--- src/rtl/bpa_pkg.sv ---
// Shared types, constants and a helper function of the buddy page allocator.
package bpa_pkg;

  // Fixed field widths.
  localparam int ADDR_W    = 48;
  localparam int FUNC_W    = 2;
  localparam int RANK_W    = 5;
  localparam int VAL_W     = 11;
  localparam int STAT_W    = 2;
  localparam int CFG_W     = 48;
  localparam int CFG_IDX_W = 1;
  localparam int WORD_W    = 64;

  // Widest page index and page count over the legal parameter range.
  localparam int PG_W = 15;
  localparam int PC_W = 16;
  // Width for buddy arithmetic that may step past the pool end.
  localparam int XW   = 17;

  // Parameter defaults.
  localparam int DEF_MAX_PAGES  = 1024;
  localparam int DEF_TOP_RANK   = 16;
  localparam int DEF_PAGE_BYTES = 4096;

  // Configuration register indexes.
  localparam logic [CFG_IDX_W-1:0] CFG_POOL_BASE  = 1'b0;
  localparam logic [CFG_IDX_W-1:0] CFG_PAGE_COUNT = 1'b1;

  typedef enum logic [FUNC_W-1:0] {
    FN_ALLOC  = 2'd0,
    FN_FREE   = 2'd1,
    FN_QRANK  = 2'd2,
    FN_QCOUNT = 2'd3
  } func_t;

  typedef enum logic [STAT_W-1:0] {
    STAT_OK      = 2'd0,
    STAT_INVALID = 2'd1,
    STAT_NOSPACE = 2'd2
  } stat_t;

  typedef enum logic [4:0] {
    S_IDLE, S_CLR, S_BUILD, S_BOP_RD, S_BOP_WR, S_EXEC,
    S_A_FIND, S_A_SCAN, S_A_CHK, S_A_SPLIT,
    S_F_CHK, S_F_LOOP, S_F_BCHK, S_F_MERGE,
    S_Q_RD, S_Q_CHK, S_RESP
  } state_t;

  // One entry of the page store: head rank and allocated mark.
  typedef struct packed {
    logic              alloc;
    logic [RANK_W-1:0] rank;
  } pm_entry_t;

  // Commands from the controller to the datapath.
  typedef struct packed {
    logic              in_load;
    logic              rebuild_ack;
    logic              sweep;
    logic              pm_re;
    logic [PG_W-1:0]   pm_raddr;
    logic              pm_we;
    logic [PG_W-1:0]   pm_waddr;
    pm_entry_t         pm_wdata;
    logic              bm_re;
    logic              bm_we;
    logic [RANK_W-1:0] bm_rank;
    logic [PG_W-1:0]   bm_page;
    logic [WORD_W-1:0] bm_wdata;
    logic              cnt_clr;
    logic              cnt_inc;
    logic              cnt_dec;
    logic [RANK_W-1:0] cnt_rank;
    logic [PG_W-1:0]   res_page;
  } cmd_t;

  // Status from the datapath to the controller.
  typedef struct packed {
    logic              rebuild_req;
    logic              pool_ok;
    logic              page_ok;
    logic [PG_W-1:0]   page_idx;
    logic [PC_W-1:0]   page_count;
    pm_entry_t         pm_q;
    logic [WORD_W-1:0] bm_q;
    logic [VAL_W-1:0]  cnt_q;
    logic [ADDR_W-1:0] blk_addr;
  } sts_t;

  // Index of the lowest set bit of a bitmap word.
  function automatic logic [5:0] lowest_set(input logic [WORD_W-1:0] v);
    logic [5:0] n;
    n = 6'd63;
    for (int i = WORD_W - 1; i >= 0; i--) begin
      if (v[i]) n = 6'(i);
    end
    return n;
  endfunction

endpackage

--- src/rtl/bpa_req_if.sv ---
// Request channel: operation code, rank and address.
interface bpa_req_if import bpa_pkg::*; ();
  logic              valid;
  logic              ready;
  logic [FUNC_W-1:0] func;
  logic [RANK_W-1:0] req_rank;
  logic [ADDR_W-1:0] address;

  modport source (output valid, func, req_rank, address, input ready);
  modport sink   (input valid, func, req_rank, address, output ready);
endinterface

--- src/rtl/bpa_rsp_if.sv ---
// Response channel: status, block address and value.
interface bpa_rsp_if import bpa_pkg::*; ();
  logic              valid;
  logic              ready;
  logic [STAT_W-1:0] status;
  logic [ADDR_W-1:0] block_address;
  logic [VAL_W-1:0]  value;

  modport source (output valid, status, block_address, value, input ready);
  modport sink   (input valid, status, block_address, value, output ready);
endinterface

--- src/rtl/bpa_ctrl.sv ---
// Controller: sequences rebuild, allocate, free and queries over the datapath.
module bpa_ctrl import bpa_pkg::*; #(
  parameter int MAX_PAGES = DEF_MAX_PAGES,
  parameter int TOP_RANK  = DEF_TOP_RANK
) (
  input  logic       clk,
  input  logic       rst_n,
  bpa_req_if.sink    in_req,
  bpa_rsp_if.source  out_rsp,
  output cmd_t       cmd,
  input  sts_t       st
);

  localparam int PW  = $clog2(MAX_PAGES);
  localparam int PCW = $clog2(MAX_PAGES + 1);

  state_t            state_r, state_nxt;
  state_t            ret_r, ret_nxt;
  func_t             func_r, func_nxt;
  logic [RANK_W-1:0] rank_r, rank_nxt;
  logic [RANK_W-1:0] s_r, s_nxt;
  logic [PW-1:0]     page_r, page_nxt;
  logic [PW-1:0]     b_r, b_nxt;
  logic [PCW:0]      scan_r, scan_nxt;
  logic [PW-1:0]     clr_r, clr_nxt;
  logic [PCW-1:0]    off_r, off_nxt;
  logic [PCW-1:0]    rem_r, rem_nxt;
  logic [PW-1:0]     bop_page_r, bop_page_nxt;
  logic [RANK_W-1:0] bop_rank_r, bop_rank_nxt;
  logic              bop_set_r, bop_set_nxt;
  stat_t             res_status_r, res_status_nxt;
  logic [ADDR_W-1:0] res_addr_r, res_addr_nxt;
  logic [VAL_W-1:0]  res_value_r, res_value_nxt;
  logic              out_valid_r, out_valid_nxt;
  logic              out_load;
  stat_t             out_status_r;
  logic [ADDR_W-1:0] out_addr_r;
  logic [VAL_W-1:0]  out_value_r;

  logic [PCW-1:0]    pc;
  logic              rank_ok;
  logic [RANK_W-1:0] lg;
  logic [RANK_W-1:0] bld_rank;
  logic [PCW-1:0]    bld_size;
  logic [WORD_W-1:0] bop_bit;
  logic [XW-1:0]     fsz;
  logic [XW-1:0]     fb_x;
  logic              fb_out;
  logic [PW-1:0]     q_head;
  logic [PW-1:0]     sp_page;

  assign pc      = PCW'(st.page_count);
  assign rank_ok = (rank_r != '0) && (rank_r <= RANK_W'(TOP_RANK));

  // Rank of the next block in the pool decomposition.
  always_comb begin
    lg = '0;
    for (int i = 0; i < PCW; i++) begin
      if (rem_r[i]) lg = RANK_W'(i);
    end
    bld_rank = (lg >= RANK_W'(TOP_RANK)) ? RANK_W'(TOP_RANK) : lg + RANK_W'(1);
    bld_size = PCW'(1) << (bld_rank - RANK_W'(1));
  end

  // Buddy, head and split arithmetic.
  assign bop_bit = WORD_W'(1) << bop_page_r[5:0];
  assign fsz     = XW'(1) << (s_r - RANK_W'(1));
  assign fb_x    = XW'(page_r) ^ fsz;
  assign fb_out  = (fb_x + fsz) > XW'(pc);
  assign q_head  = page_r & ~PW'(fsz - XW'(1));
  assign sp_page = PW'(XW'(page_r) + (XW'(1) << (s_r - RANK_W'(2))));

  assign in_req.ready = (state_r == S_IDLE) && !st.rebuild_req;

  // Next state, working registers and datapath commands.
  always_comb begin
    state_nxt      = state_r;
    ret_nxt        = ret_r;
    func_nxt       = func_r;
    rank_nxt       = rank_r;
    s_nxt          = s_r;
    page_nxt       = page_r;
    b_nxt          = b_r;
    scan_nxt       = scan_r;
    clr_nxt        = clr_r;
    off_nxt        = off_r;
    rem_nxt        = rem_r;
    bop_page_nxt   = bop_page_r;
    bop_rank_nxt   = bop_rank_r;
    bop_set_nxt    = bop_set_r;
    res_status_nxt = res_status_r;
    res_addr_nxt   = res_addr_r;
    res_value_nxt  = res_value_r;
    out_load       = 1'b0;
    out_valid_nxt  = out_valid_r && !out_rsp.ready;
    cmd            = '0;
    cmd.cnt_rank   = rank_r;
    cmd.res_page   = PG_W'(page_r);

    case (state_r)
      S_IDLE: begin
        if (st.rebuild_req) begin
          cmd.rebuild_ack = 1'b1;
          cmd.cnt_clr     = 1'b1;
          clr_nxt         = '0;
          state_nxt       = S_CLR;
        end else if (in_req.valid) begin
          cmd.in_load    = 1'b1;
          func_nxt       = func_t'(in_req.func);
          rank_nxt       = in_req.req_rank;
          res_status_nxt = STAT_OK;
          res_addr_nxt   = '0;
          res_value_nxt  = '0;
          state_nxt      = S_EXEC;
        end
      end

      // Clearing sweep over the page store and the bitmaps.
      S_CLR: begin
        cmd.sweep    = 1'b1;
        cmd.pm_waddr = PG_W'(clr_r);
        if (clr_r == PW'(MAX_PAGES - 1)) begin
          off_nxt   = '0;
          rem_nxt   = pc;
          state_nxt = S_BUILD;
        end else begin
          clr_nxt = clr_r + PW'(1);
        end
      end

      // Cut the pool into free blocks, largest first.
      S_BUILD: begin
        if (rem_r == '0) begin
          state_nxt = S_IDLE;
        end else begin
          bop_page_nxt = PW'(off_r);
          bop_rank_nxt = bld_rank;
          bop_set_nxt  = 1'b1;
          ret_nxt      = S_BUILD;
          off_nxt      = off_r + bld_size;
          rem_nxt      = rem_r - bld_size;
          state_nxt    = S_BOP_RD;
        end
      end

      // Bitmap read-modify-write with count update; a set also writes the head entry.
      S_BOP_RD: begin
        cmd.bm_re   = 1'b1;
        cmd.bm_rank = bop_rank_r;
        cmd.bm_page = PG_W'(bop_page_r);
        state_nxt   = S_BOP_WR;
      end

      S_BOP_WR: begin
        cmd.bm_we    = 1'b1;
        cmd.bm_rank  = bop_rank_r;
        cmd.bm_page  = PG_W'(bop_page_r);
        cmd.bm_wdata = bop_set_r ? (st.bm_q | bop_bit) : (st.bm_q & ~bop_bit);
        cmd.cnt_rank = bop_rank_r;
        cmd.cnt_inc  = bop_set_r;
        cmd.cnt_dec  = !bop_set_r;
        if (bop_set_r) begin
          cmd.pm_we          = 1'b1;
          cmd.pm_waddr       = PG_W'(bop_page_r);
          cmd.pm_wdata.alloc = 1'b0;
          cmd.pm_wdata.rank  = bop_rank_r;
        end
        state_nxt = ret_r;
      end

      S_EXEC: begin
        case (func_r)
          FN_ALLOC: begin
            if (!rank_ok) begin
              res_status_nxt = STAT_INVALID;
              state_nxt      = S_RESP;
            end else if (!st.pool_ok) begin
              res_status_nxt = STAT_NOSPACE;
              state_nxt      = S_RESP;
            end else begin
              s_nxt     = rank_r;
              state_nxt = S_A_FIND;
            end
          end
          FN_FREE: begin
            if (!st.page_ok) begin
              res_status_nxt = STAT_INVALID;
              state_nxt      = S_RESP;
            end else begin
              page_nxt     = PW'(st.page_idx);
              cmd.pm_re    = 1'b1;
              cmd.pm_raddr = st.page_idx;
              state_nxt    = S_F_CHK;
            end
          end
          FN_QRANK: begin
            if (!st.page_ok) begin
              res_status_nxt = STAT_INVALID;
              state_nxt      = S_RESP;
            end else begin
              page_nxt  = PW'(st.page_idx);
              s_nxt     = RANK_W'(1);
              state_nxt = S_Q_RD;
            end
          end
          FN_QCOUNT: begin
            if (!rank_ok) res_status_nxt = STAT_INVALID;
            else res_value_nxt = st.cnt_q;
            state_nxt = S_RESP;
          end
          default: state_nxt = S_RESP;
        endcase
      end

      // Smallest rank at or above the request that has a free block.
      S_A_FIND: begin
        cmd.cnt_rank = s_r;
        if (s_r > RANK_W'(TOP_RANK)) begin
          res_status_nxt = STAT_NOSPACE;
          state_nxt      = S_RESP;
        end else if (st.cnt_q == '0) begin
          s_nxt = s_r + RANK_W'(1);
        end else begin
          scan_nxt  = '0;
          state_nxt = S_A_SCAN;
        end
      end

      S_A_SCAN: begin
        if (scan_r < {1'b0, pc}) begin
          cmd.bm_re   = 1'b1;
          cmd.bm_rank = s_r;
          cmd.bm_page = PG_W'(scan_r);
          state_nxt   = S_A_CHK;
        end else begin
          res_status_nxt = STAT_NOSPACE;
          state_nxt      = S_RESP;
        end
      end

      S_A_CHK: begin
        if (st.bm_q != '0) begin
          page_nxt     = PW'(scan_r) | PW'(lowest_set(st.bm_q));
          bop_page_nxt = PW'(scan_r) | PW'(lowest_set(st.bm_q));
          bop_rank_nxt = s_r;
          bop_set_nxt  = 1'b0;
          ret_nxt      = S_A_SPLIT;
          state_nxt    = S_BOP_RD;
        end else begin
          scan_nxt  = scan_r + (PCW + 1)'(64);
          state_nxt = S_A_SCAN;
        end
      end

      // Split down, freeing each right half.
      S_A_SPLIT: begin
        if (s_r > rank_r) begin
          bop_page_nxt = sp_page;
          bop_rank_nxt = s_r - RANK_W'(1);
          bop_set_nxt  = 1'b1;
          s_nxt        = s_r - RANK_W'(1);
          ret_nxt      = S_A_SPLIT;
          state_nxt    = S_BOP_RD;
        end else begin
          cmd.pm_we          = 1'b1;
          cmd.pm_waddr       = PG_W'(page_r);
          cmd.pm_wdata.alloc = 1'b1;
          cmd.pm_wdata.rank  = rank_r;
          res_addr_nxt       = st.blk_addr;
          state_nxt          = S_RESP;
        end
      end

      S_F_CHK: begin
        if (st.pm_q.rank == '0 || st.pm_q.rank > RANK_W'(TOP_RANK) || !st.pm_q.alloc) begin
          res_status_nxt = STAT_INVALID;
          state_nxt      = S_RESP;
        end else begin
          s_nxt     = st.pm_q.rank;
          state_nxt = S_F_LOOP;
        end
      end

      // Merge with the buddy while it is a free block of equal rank.
      S_F_LOOP: begin
        if (s_r >= RANK_W'(TOP_RANK) || fb_out) begin
          bop_page_nxt = page_r;
          bop_rank_nxt = s_r;
          bop_set_nxt  = 1'b1;
          ret_nxt      = S_RESP;
          state_nxt    = S_BOP_RD;
        end else begin
          b_nxt        = PW'(fb_x);
          cmd.pm_re    = 1'b1;
          cmd.pm_raddr = PG_W'(fb_x);
          state_nxt    = S_F_BCHK;
        end
      end

      S_F_BCHK: begin
        bop_rank_nxt = s_r;
        state_nxt    = S_BOP_RD;
        if (st.pm_q.rank != s_r || st.pm_q.alloc) begin
          bop_page_nxt = page_r;
          bop_set_nxt  = 1'b1;
          ret_nxt      = S_RESP;
        end else begin
          bop_page_nxt = b_r;
          bop_set_nxt  = 1'b0;
          ret_nxt      = S_F_MERGE;
        end
      end

      // The upper half loses its head; the lower half heads the merged block.
      S_F_MERGE: begin
        cmd.pm_we    = 1'b1;
        cmd.pm_waddr = PG_W'((b_r > page_r) ? b_r : page_r);
        page_nxt     = (b_r < page_r) ? b_r : page_r;
        s_nxt        = s_r + RANK_W'(1);
        state_nxt    = S_F_LOOP;
      end

      // Look for a head of each rank that would cover the page.
      S_Q_RD: begin
        cmd.pm_re    = 1'b1;
        cmd.pm_raddr = PG_W'(q_head);
        state_nxt    = S_Q_CHK;
      end

      S_Q_CHK: begin
        if (st.pm_q.rank == s_r) begin
          res_value_nxt = VAL_W'(s_r);
          state_nxt     = S_RESP;
        end else if (s_r == RANK_W'(TOP_RANK)) begin
          res_status_nxt = STAT_INVALID;
          state_nxt      = S_RESP;
        end else begin
          s_nxt     = s_r + RANK_W'(1);
          state_nxt = S_Q_RD;
        end
      end

      // Hand the result to the output register once it is free.
      S_RESP: begin
        if (!out_valid_r || out_rsp.ready) begin
          out_load      = 1'b1;
          out_valid_nxt = 1'b1;
          state_nxt     = S_IDLE;
        end
      end

      default: state_nxt = S_IDLE;
    endcase
  end

  // Control registers.
  always_ff @(posedge clk) begin
    if (!rst_n) begin
      state_r     <= S_IDLE;
      out_valid_r <= 1'b0;
    end else begin
      state_r     <= state_nxt;
      out_valid_r <= out_valid_nxt;
    end
  end

  // Working registers.
  always_ff @(posedge clk) begin
    ret_r        <= ret_nxt;
    func_r       <= func_nxt;
    rank_r       <= rank_nxt;
    s_r          <= s_nxt;
    page_r       <= page_nxt;
    b_r          <= b_nxt;
    scan_r       <= scan_nxt;
    clr_r        <= clr_nxt;
    off_r        <= off_nxt;
    rem_r        <= rem_nxt;
    bop_page_r   <= bop_page_nxt;
    bop_rank_r   <= bop_rank_nxt;
    bop_set_r    <= bop_set_nxt;
    res_status_r <= res_status_nxt;
    res_addr_r   <= res_addr_nxt;
    res_value_r  <= res_value_nxt;
  end

  // Output register.
  always_ff @(posedge clk) begin
    if (out_load) begin
      out_status_r <= res_status_r;
      out_addr_r   <= res_addr_r;
      out_value_r  <= res_value_r;
    end
  end

  assign out_rsp.valid         = out_valid_r;
  assign out_rsp.status        = out_status_r;
  assign out_rsp.block_address = out_addr_r;
  assign out_rsp.value         = out_value_r;

  // A bitmap update always resumes the sequence that requested it.
  a_bop_return: assert property (@(posedge clk) disable iff (!rst_n)
    state_r == S_BOP_WR |=> state_r == $past(ret_r))
    else $error("bitmap update did not return to its caller");

  // No request is taken while the store waits for a rebuild.
  a_no_accept_in_rebuild: assert property (@(posedge clk) disable iff (!rst_n)
    st.rebuild_req |-> !in_req.ready)
    else $error("request accepted with rebuild pending");

  // The clearing sweep owns both memory write ports.
  a_sweep_excl: assert property (@(posedge clk) disable iff (!rst_n)
    cmd.sweep |-> !cmd.pm_we && !cmd.bm_we)
    else $error("write collides with clearing sweep");

  // Bitmap updates only touch legal ranks.
  a_bop_rank: assert property (@(posedge clk) disable iff (!rst_n)
    state_r == S_BOP_RD |-> bop_rank_r != '0 && bop_rank_r <= RANK_W'(TOP_RANK))
    else $error("bitmap update with rank out of range");

  // A free block is only removed from a rank that has one.
  a_cnt_nonzero: assert property (@(posedge clk) disable iff (!rst_n)
    cmd.cnt_dec |-> st.cnt_q != '0)
    else $error("free count underflow");

endmodule

--- src/flat_wrapper.sv ---
// flat-port wrapper written by rule: the top's interface ports become plain ports
module bpa_ctrl_flat import bpa_pkg::*;
#(
  parameter int MAX_PAGES = DEF_MAX_PAGES,
  parameter int TOP_RANK  = DEF_TOP_RANK
)
  (clk, rst_n, cmd, st, in_req_valid, in_req_func, in_req_req_rank, in_req_address, in_req_ready, out_rsp_valid, out_rsp_status, out_rsp_block_address, out_rsp_value, out_rsp_ready);
  bpa_req_if in_req_i ();
  bpa_rsp_if out_rsp_i ();
  input  logic clk;
  input  logic rst_n;
  output cmd_t cmd;
  input  sts_t st;
  input wire logic [$bits(in_req_i.valid)-1:0] in_req_valid;
  input wire logic [$bits(in_req_i.func)-1:0] in_req_func;
  input wire logic [$bits(in_req_i.req_rank)-1:0] in_req_req_rank;
  input wire logic [$bits(in_req_i.address)-1:0] in_req_address;
  output wire logic [$bits(in_req_i.ready)-1:0] in_req_ready;
  output wire logic [$bits(out_rsp_i.valid)-1:0] out_rsp_valid;
  output wire logic [$bits(out_rsp_i.status)-1:0] out_rsp_status;
  output wire logic [$bits(out_rsp_i.block_address)-1:0] out_rsp_block_address;
  output wire logic [$bits(out_rsp_i.value)-1:0] out_rsp_value;
  input wire logic [$bits(out_rsp_i.ready)-1:0] out_rsp_ready;
  assign in_req_i.valid = in_req_valid;
  assign in_req_i.func = in_req_func;
  assign in_req_i.req_rank = in_req_req_rank;
  assign in_req_i.address = in_req_address;
  assign in_req_ready = in_req_i.ready;
  assign out_rsp_valid = out_rsp_i.valid;
  assign out_rsp_status = out_rsp_i.status;
  assign out_rsp_block_address = out_rsp_i.block_address;
  assign out_rsp_value = out_rsp_i.value;
  assign out_rsp_i.ready = out_rsp_ready;
  bpa_ctrl #(.MAX_PAGES(MAX_PAGES), .TOP_RANK(TOP_RANK)) u_core (.clk(clk), .rst_n(rst_n), .in_req(in_req_i), .out_rsp(out_rsp_i), .cmd(cmd), .st(st));
endmodule
--- config.mk ---
export PLATFORM = sky130hd
export DESIGN_NAME = bpa_ctrl_flat
export DESIGN_NICKNAME = d
export VERILOG_FILES = /design/src/rtl/bpa_pkg.sv /design/src/rtl/bpa_req_if.sv /design/src/rtl/bpa_rsp_if.sv /design/src/rtl/bpa_ctrl.sv /design/src/flat_wrapper.sv
export SDC_FILE = /design/constraint.sdc
export NUM_CORES = 1
export LEC_CHECK = 0
export BUFFER_PORTS_ARGS = -buffer_cell sky130_fd_sc_hd__buf_4
export CAP_MARGIN = 25
export CORE_MARGIN = 5
export CORE_UTILIZATION = 39
export DETAILED_ROUTE_END_ITERATION = 10
export HOLD_SLACK_MARGIN = 0.08
export PLACE_DENSITY_LB_ADDON = 0.1
export SETUP_SLACK_MARGIN = 0.4
export SYNTH_ARGS = -nofsm -noshare
export SYNTH_HDL_FRONTEND = slang
export SYNTH_SLANG_ARGS = --single-unit
export TNS_END_PERCENT = 100
--- constraint.sdc ---
create_clock -name clk -period 8.25 [get_ports clk]
set_clock_uncertainty 0.15 [all_clocks]
set_input_delay 1.2375 -clock clk [delete_from_list [all_inputs] [get_ports clk]]
set_output_delay 1.2375 -clock clk [all_outputs]
set_load 0.01 [all_outputs]
==> flow_summary_export.csv <==
group,metric,value,unit
worst_setup_path,cp-end-kind,"output pin",
layout,layout.cells.non_filler,2478,
sta,finalSetupViolCount,0,
placed_design,dpl.cell_count,2433,
floorplan,rows,72,
synth,yosysSeqAreaShare,42.6,%
cts,clock_path_buffers,3,
routing,drt_wl_total,56300,um
power_and_ir_drop,internal-power,2.95,mW
synth,netlist_instances,1597,
outcome,status,"finished, final reports clean",
power_and_ir_drop,power_density,246,mW/mm^2
worst_setup_path,max_stage_delay,470,ps
synth,synthMuxAreaShare,0.619,%
floorplan,fp.dieH,207,um
worst_setup_path,crit_fanout,8,
synth,yosys.area_share.xor_xnor,3.93,%
global_routing,antenna_found_initial,1,
global_routing,grt_pass1_wl,84800,um
synth,synth_top_family_by_area,"compound AO/OA/AOI/OAI gates",
cts,cts_tree,"done",
global_routing,grt_pass1_vias,13668,
synth,synthAdderAreaFrac,7.83,%
floorplan,die_area,0.0429,mm^2
layout,nets,2259,
sta,rsz0062_at_grt,"false",
synth,yosys-top-cells-area,"edfxtp_1 (42%), ha_1 (7.4%), a21oi_1 (4.5%)",
sta,slew_headroom,32.0,%
placed_design,gp_congestion,0.921,
synth,synth_compound_area_share,21.7,%
routing,drt-initial-drc-count,1175,
power_and_ir_drop,clkPwrFrac,23.3,%
layout,antenna_cells,0,
job,maxCapViolCount,0,
sta,slew_viol_final,0,
floorplan,core_region_area,0.0386,mm^2
layout,drive_gt1_share,24.7,%
routing,drc,0,
placed_design,dpl.hpwl,44100,um
worst_setup_path,critPathSlowestCell,"nor4_1",
floorplan,io_pins,435,
power_and_ir_drop,p_comb_share,40.0,%
sta,min_period,7440,ps
routing,drt-wirelength-per-cell,22.7,um
power_and_ir_drop,pwr-share-seq,36.7,%
sta,timing.fmax,134,MHz
synth,synthSimpleGateAreaFrac,18.0,%
power_and_ir_drop,p_sw_share,38.1,%
routing,vias_per_cell,5.71,
worst_setup_path,crit_arrival,6050,ps
synth,syn_area,0.0152,mm^2
floorplan,fp.dieW,207,um
global_routing,overflow,0,
cts,h-tree-depth,1,
worst_setup_path,cp.required,6860,ps
hold_path,hp-class,"reg -> reg",
sta,tightest_slew,1010,ps
cts,cts_root_buf,"clkbuf_16",
routing,drt_first_pass_iters,6,
sta,timing.final.crit_share,90.2,%
layout,syn_to_final_growth,27.8,%
synth,synthFlopType,"edfxtp_1",
sta,hold_viol_final,0,
worst_setup_path,path_cells,"inv_1, ha_1, a21boi_2, xor2_1, nor3_1, nand2_1, inv_1, ha_1, and2_1, or3_1, a21oi_1, nor4_1, o21ai_0, a31oi_1, xnor2_1, ha_1, nand4_1, a221o_1, a21oi_1, or2_2, inv_1, or3_1, buf_4",
floorplan,start_util,39.3,%
synth,ys_ff_latch,217,
synth,synth_top_area_cell,"edfxtp_1",
cts,clk_pin_slew,70,ps
sta,tns,0,ps
worst_setup_path,crit_type,"reg -> out",
global_routing,grt_max_degree,62,
power_and_ir_drop,p_sw,1.82,mW
cts,cts.sinks,217,
synth,synth_warnings,0,
placed_design,io_buffers,367,
power_and_ir_drop,p_leak,8.11,nW
placed_design,dpl_worst_slack,1070,ps
synth,async_flop_share,0,%
sta,worst_slack,812,ps
synth,post_synth.cell_area_avg,9.49,um^2
synth,synth_cell_type_count,80,
cts,clk_latency,530,ps
synth,yosysTopAreaCellShare,41.8,%
synth,synth-edff-count,211,
global_routing,grt_usage,24.8,%
worst_setup_path,cp-start-kind,"flop",
cts,numCtsBuffers,25,
routing,vias,14147,
routing,final_antenna_net_count,0,
power_and_ir_drop,ir_drop,0.000147,V
-- flip-flops by register name, indices dropped and copies added, names as in the netlist --
signal and flops:
u_core.out_rsp.status 2, u_core.scan_r 6, u_core.rem_r 11, u_core.ret_r 4
u_core.clr_r 10, u_core.bop_set_r 1, u_core.off_r 10, u_core.state_r 5
u_core.res_value_r 11, u_core.bop_rank_r 5, u_core.page_r 10, u_core.out_rsp.valid 1
u_core.out_rsp.block_address 48, u_core.res_addr_r 48, u_core.func_r 2, u_core.out_rsp.value 11
u_core.res_status_r 2, u_core.b_r 10, u_core.bop_page_r 10, u_core.rank_r 5
u_core.s_r 5
-- synthesized netlist by cell type, types with 5 or more instances --
master	count
dfxtp_1	6
nand2_1	112
and2_1	66
o22ai_1	7
a221o_1	31
nor3_1	54
buf_4	16
ha_1	90
o31ai_1	14
o21ai_0	57
xnor2_1	47
inv_1	93
a22o_1	26
xor2_1	21
nor4_1	19
a22oi_1	12
a21o_1	14
mux2i_1	6
buf_1	11
o21bai_1	5
nand4_1	15
buf_2	7
nor2_1	138
or3_1	15
nor2b_1	22
o211a_1	5
and3_1	23
a221oi_1	8
a21boi_0	7
or2_2	7
nor3b_1	6
nand3_1	25
a31oi_1	11
o211ai_1	16
a211oi_1	72
o21a_1	9
edfxtp_1	211
nand2b_1	19
a2111oi_0	7
a21oi_1	136
clkbuf_1	65
-- worst max-delay path, delay by kind of cell, from the launching register on --
family | cells | cell delay [ps]
buffers and inverters | 4 | 590
flip-flops | 1 | 380
XOR/XNOR | 2 | 240
AO/OA/AOI/OAI | 6 | 1380
AND/OR/NAND/NOR | 8 | 2050
adder cells (fa/ha/maj) | 3 | 840
-- cell type report --
class | instances | area (um^2)
inverter | 94 | 353
sequential | 217 | 6460
clock buffer | 28 | 637
timing repair buffer | 407 | 3080
clock inverter | 15 | 168
tap | 518 | 648
fill | 3647 | 19200
multi-input combinational | 1199 | 8030
-- worst paths after layout --
kind / start / to / slack, ps / cells past startpoint
worst max-delay path: u_core.s_r[2] / cmd[146] / 810 / 23
worst min-delay path: u_core.res_value_r[0] / u_core.out_rsp.value[0] / 260 / 0
worst max register to register: u_core.s_r[2] / u_core.bop_page_r[3] / 2020 / 24
worst min register to register: u_core.res_value_r[0] / u_core.out_rsp.value[0] / 260 / 0
-- power groups by stage --
stage / registers [mW] / clock network [mW] / logic [mW]
2_1_floorplan: 1.66 / 0 / 1.20
3_3_place_gp: 1.76 / 0 / 1.87
3_5_place_dp: 1.77 / 0 / 1.89
4_1_cts: 1.75 / 1.13 / 1.91
5_1_grt: 1.77 / 1.18 / 2.08
6_report: 1.75 / 1.11 / 1.91
-- cell families after synthesis --
kind of cell,Yosys count
and+or+nand+nor,538
AOI/OAI and AO/OA,477
DFF,217
buffers and inverters,194
adders and majority gates,93
xor gates and xnor gates,68
muxes,9
other,1
-- cell usage in the layout (no fill, tap or decap), types with 26 or more instances in the layout --
cell type,netlist,routed
a21oi_1,136,135
a22o_1,26,26
xnor2_1,47,46
and2_1,66,66
nand2_1,112,111
a221o_1,31,31
edfxtp_1,211,211
ha_1,90,90
buf_4,16,403
nor3_1,54,48
o21ai_0,57,57
inv_1,93,93
nor2_1,138,138
a211oi_1,72,72
-- through the flow --
stage                     utilization, %  power (mW)  area, um^2  hold slack, ps
final                               50.2        4.77       19400             257
after global routing                50.2        5.04       19400             263
after CTS                           50.2        4.79       19300             259
after detailed placement            48.1        3.66       18500             255
after global placement              47.9        3.63       18500             251
after floorplan                        -        2.86       15200             250
-- layer usage --
layer	share of wire, %	vias to the layer above	global-route usage (%)
li1	-	6657	-
met1	45	6797	36.5
met2	45	632	38.8
met3	7.6	61	3.57
met4	2.4	0	5.91
met5	0	-	0
-- timing repair --
| item | in CTS | in global routing |
|---|---|---|
| endpoints found under the setup margin | 0 | 11 |
| hold endpoints to repair | 0 | 0 |
| hold buffers | 0 | 0 |
| buffers inserted | 0 | 2 |
| gates resized for setup | 0 | 4 |
(Power assumes the default switching activity.)
